### src/rtl/core/qrs_div_pipe.sv
`timescale 1ns / 1ps
module qrs_div_pipe #(
	parameter int NW  = 34,
	parameter int DVW = 17,
	parameter int SW  = 3
) (
	input  logic           clk,
	input  logic           arst_n,
	input  logic           en,
	input  logic           in_valid,
	input  logic [NW-1:0]  in_num,
	input  logic [DVW-1:0] in_den,
	input  logic [SW-1:0]  in_side,
	output logic           out_valid,
	output logic [NW-1:0]  out_quot,
	output logic [SW-1:0]  out_side
);
	logic [DVW-1:0] rem_s  [1:NW];
	logic [NW-1:0]  q_s    [1:NW];
	logic [NW-1:0]  n_s    [1:NW];
	logic [DVW-1:0] den_s  [1:NW];
	logic [SW-1:0]  side_s [1:NW];
	logic           vld_s  [1:NW];

	for (genvar k = 1; k <= NW; k++) begin : g_step
		logic [DVW-1:0] p_rem;
		logic [NW-1:0]  p_q;
		logic [NW-1:0]  p_n;
		logic [DVW-1:0] p_den;
		logic [SW-1:0]  p_side;
		logic           p_vld;
		logic [DVW:0]   cur;
		logic           fit;

		if (k == 1) begin : g_first
			assign p_rem  = '0;
			assign p_q    = '0;
			assign p_n    = in_num;
			assign p_den  = in_den;
			assign p_side = in_side;
			assign p_vld  = in_valid;
		end else begin : g_next
			assign p_rem  = rem_s[k-1];
			assign p_q    = q_s[k-1];
			assign p_n    = n_s[k-1];
			assign p_den  = den_s[k-1];
			assign p_side = side_s[k-1];
			assign p_vld  = vld_s[k-1];
		end

		assign cur = {p_rem, p_n[NW-1]};
		assign fit = cur >= {1'b0, p_den};

		always_ff @(posedge clk or negedge arst_n) begin
			if (!arst_n) begin
				vld_s[k] <= 1'b0;
			end else if (en) begin
				vld_s[k] <= p_vld;
			end
		end

		always_ff @(posedge clk) begin
			if (en) begin
				rem_s[k]  <= fit ? DVW'(cur - {1'b0, p_den}) : DVW'(cur);
				q_s[k]    <= {p_q[NW-2:0], fit};
				n_s[k]    <= p_n << 1;
				den_s[k]  <= p_den;
				side_s[k] <= p_side;
			end
		end
	end

	assign out_valid = vld_s[NW];
	assign out_quot  = q_s[NW];
	assign out_side  = side_s[NW];

endmodule

### config.mk
export PLATFORM = sky130hd
export DESIGN_NAME = qrs_div_pipe
export DESIGN_NICKNAME = d
export VERILOG_FILES = /design/src/rtl/core/qrs_div_pipe.sv
export SDC_FILE = /design/constraint.sdc
export NUM_CORES = 2
export LEC_CHECK = 0
export BUFFER_PORTS_ARGS = -buffer_cell sky130_fd_sc_hd__buf_2
export CAP_MARGIN = 20
export CORE_MARGIN = 3
export CORE_UTILIZATION = 35
export CTS_BUF_LIST = sky130_fd_sc_hd__clkbuf_4
export DETAILED_ROUTE_END_ITERATION = 16
export HOLD_SLACK_MARGIN = 0.08
export PLACE_DENSITY_LB_ADDON = 0.1
export SLEW_MARGIN = 30
export SYNTH_ARGS = -nofsm -noshare
export SYNTH_HDL_FRONTEND = slang
export SYNTH_SLANG_ARGS = --single-unit
export TNS_END_PERCENT = 1
### constraint.sdc
create_clock -name clk -period 9.73 [get_ports clk]
set_input_delay 0.4865 -clock clk [delete_from_list [all_inputs] [get_ports clk]]
set_output_delay 0.4865 -clock clk [all_outputs]
set_load 0.005 [all_outputs]
==> metrics.md <==
| Metric | Value |
|---|---|
| F_max | `255 MHz` |
| Number of global-route vias before repair | `61100` |
| DR WL/cell | `16.4 um` |
| Mapped Nets | `7701` |
| Met1 GRT Util | `0.167` |
| Placed insts | `11100` |
| TritonCTS Buffers | `687` |
| Yosys top cell by area | `edfxtp_1` |
| First-pass DRT Iterations | `6` |
| Layout cells sized above 1 | `0.204` |
| Type of origin of the critical path | `flop` |
| Clock Power Share | `0.252` |
| Post-synthesis mux area share | `0.0515` |
| Synthesized-area fraction occupied by adder cells | `0.0725` |
| Synthesized flop and latch total | `2414` |
| Total design power | `36.4 mW` |
| Req. time, crit path | `10.90 ns` |
| GRT busiest layer | `met2` |
| Max-slew violations | `0` |
| Die height | `556 um` |
| Sequential Area | `0.0723 mm2` |
| DRT Wirelength | `203 mm` |
| Final Hold Fails | `0` |
| Vias | `58900` |
| Initial antenna violation count | `8` |
| CTS resizes | `0` |
| P_leak | `46.9 nW` |
| Core area | `0.301 mm2` |
| CP max stage cell | `a31oi_4` |
| Multi-input logic area | `0.0307 mm2` |
| Synth Area in Compound Gates | `0.0850` |
| Post-synth EDFFs | `2380` |
| Worst path max stage delay | `0.59 ns` |
| Period utilisation layout | `0.403` |
| CTS sink count | `2414` |
| H-tree Lvls | `6` |
| Initial core utilization | `0.352` |
| Setup TNS Final | `0 ns` |
| GR Layer Usage met3 | `0.0292` |
| Vias per inst | `4.74` |
| DP HPWL | `133 mm` |
| Synth Area in XOR/XNOR | `0.0356` |
| Cells after Synth | `7048` |
| Status | `finished clean` |
| Die ar. | `0.309 mm2` |
| Syn avg cell area | `15.0 um2` |
| Simple logic cell fraction of the synthesized area | `0.0437` |
| Mapped Area | `0.106 mm2` |
| Fin nets | `8618` |
| CTS tree | `yes` |
| Min Hold Slack | `0.355 ns` |
| Post-layout minimum cycle time | `3.93 ns` |
| Remaining antenna violation count | `0` |
| Max Cap Viol | `0` |
| Area Overhead vs Synth | `15.1%` |
| GRT Overall Usage | `0.130` |
| CTS root buf | `clkbuf_4` |
| Largest family of logic cells by synthesized area | `compound AO/OA/AOI/OAI gates` |
| Switching Fraction | `0.319` |
| Final setup vio count | `0` |
| Hold-fix buffers, CTS | `164` |
| Post-synth top area share | `0.675` |
| Power per standard cell area | `298 mW/mm2` |
| Synth Warn # | `0` |
| Layout fillers | `27800` |
| IO Port Bufs | `95` |
| Switch Pwr | `11.6 mW` |
| Worst Path Arrival | `5.09 ns` |
| Setup Skew | `0.108 ns` |
| Post-CTS Repair Setup Buffers | `0` |
| Worst skew pair latency | `1.44 ns` |
| Global-route wire length before repair | `328 mm` |
| Met2 usage | `0.212` |
| Fin cells | `12400` |
| Combinational power share | `0.332` |
| Largest net degree at the start of global routing | `181` |
| Share of flip-flops with an asynchronous set or reset | `0.0141` |
| Synth area leaders | `edfxtp_1 67%, ha_1 6.7%, mux2_2 4.7%` |
| DRT iter0 DRCs | `3486` |
| Ys flop type | `edfxtp_1` |
| Hold Path Class | `flop to flop` |
| # IOs | `96` |
| Worst-path fanout max | `18` |
| Least-Margin Pin Slew | `1.14 ns` |
| Gpl congestion | `0.827` |
| Endpoint class of the critical path | `flop` |
| Remaining global-route overflow | `0` |
| Worst-path clk slew | `0.06 ns` |
| Max VDD drop | `0.104 mV` |
| RSZ-0062 raised after global routing | `false` |
| Chip Width | `556 um` |
| Internal | `24.8 mW` |
| Post-synthesis cell type count | `79` |
| Clk buf depth | `4` |
| Flop pwr share | `0.415` |
| CP Cell Sequence | `inv_1, ha_1, inv_1, fa_1, a211oi_1, o21ai_0, a21oi_1, o31a_1, o21ai_0, a21o_1, a31oi_4, mux2_2` |
| Sequential share of the synthesized area | `0.683` |
| # rows | `201` |
| Setup CP Type | `flop to flop` |
| DRC violations left | `0` |
| Rel. slew slack | `0.243` |
[worst max-delay path, delay by kind of cell (launching register included)]
family / cells / cell delay [ns]
AO/OA/AOI/OAI: 7 / 2.14
adder cells (fa/ha/maj): 2 / 0.59
buffers and inverters: 2 / 0.13
flip-flops: 1 / 0.35
multiplexers: 1 / 0.41
[cells in the final DEF, fill, tap and decap left out, types with 162 or more instances in the layout]
| cell type | count |
|---|---|
| a21o_1 | 202 |
| nand2_1 | 214 |
| a21oi_1 | 387 |
| clkbuf_4 | 988 |
| xnor2_1 | 270 |
| edfxtp_1 | 2380 |
| mux2_2 | 440 |
| nor2_1 | 300 |
| ha_1 | 563 |
| inv_1 | 718 |
| o21ai_0 | 265 |
| dlygate4sd3_1 | 162 |
[worst paths after layout]
path	start	endpoint	slack, ns	depth (start not counted)
hold / removal	n_s[0][549]	n_s[0][583]	0.35	0
setup / recovery	n_s[0][857]	rem_s[0][450]	5.80	12
max in group asynchronous	arst_n	g_step[19].p_vld	8.85	5
min in group asynchronous	arst_n	g_step[10].p_vld	0.66	5
setup reg to reg	n_s[0][857]	rem_s[0][450]	5.80	12
hold reg to reg	n_s[0][549]	n_s[0][583]	0.35	0
[per-stage QoR]
stage	instance area (um2)	setup slack [ns]	util
after floorplan	106000	6.36	-
after global placement	111000	5.59	0.371
final	122000	5.80	0.406
after detailed placement	112000	5.78	0.371
after CTS	122000	5.75	0.405
after global routing	122000	5.47	0.406
[cells by family after synthesis]
logic type               Yosys count
buffers and inverters            786
AO/OA/AOI/OAI                   1365
AND/OR/NAND/NOR                  972
flip-flops                      2414
XOR/XNOR                         430
adder cells (fa/ha/maj)          595
multiplexers                     486
[power by group through the flow]
stage | Sequential [mW] | Clock [mW] | Combinational [mW]
after floorplan | 14.8 | 0 | 9.64
after global placement | 15.4 | 0 | 11.8
after detailed placement | 15.4 | 0 | 12.0
after CTS | 15.2 | 9.79 | 12.2
after global routing | 15.3 | 10.4 | 13.6
final | 15.1 | 9.18 | 12.1
[cells in the mapped netlist, types with 32 or more instances]
library cell / instances
a21o_1: 202
mux2i_1: 37
nor4_1: 33
o21ai_0: 265
nor2b_1: 50
xor2_1: 160
mux2_2: 440
a211oi_1: 61
o21a_1: 56
edfxtp_1: 2380
a21oi_1: 389
nand2b_1: 42
a31oi_1: 43
ha_1: 563
clkbuf_1: 36
xnor2_1: 270
nand3_1: 77
nand4_1: 90
nand2_1: 214
nor2_1: 300
o21bai_1: 74
dfrtp_1: 34
nor3_1: 78
inv_1: 718
fa_1: 32
o31a_1: 41
[layout make-up]
cell class,instances,area share
Antenna cell,10,0.000205
Sequential cell,2414,0.593
Clock inverter,194,0.00967
Multi-Input combinational cell,3848,0.252
Clock buffer,988,0.0608
Tap cell,3958,0.0406
Inverter,718,0.0221
Timing Repair Buffer,296,0.0215
[metal layers]
layer / vias up / routed length (um)
li1: 28900 / -
met1: 28200 / 90900
met2: 1246 / 96800
met3: 480 / 9700
met4: 6 / 5960
met5: - / 34
[flip-flops by register name, summed over array words and instances, names as in the netlist]
signal,flops
n_s,561
side_s,102
den_s,561
g_step.p_vld,33
out_valid,1
q_s,595
rem_s,561
No activity file was read; power rests on OpenSTA's default activity.
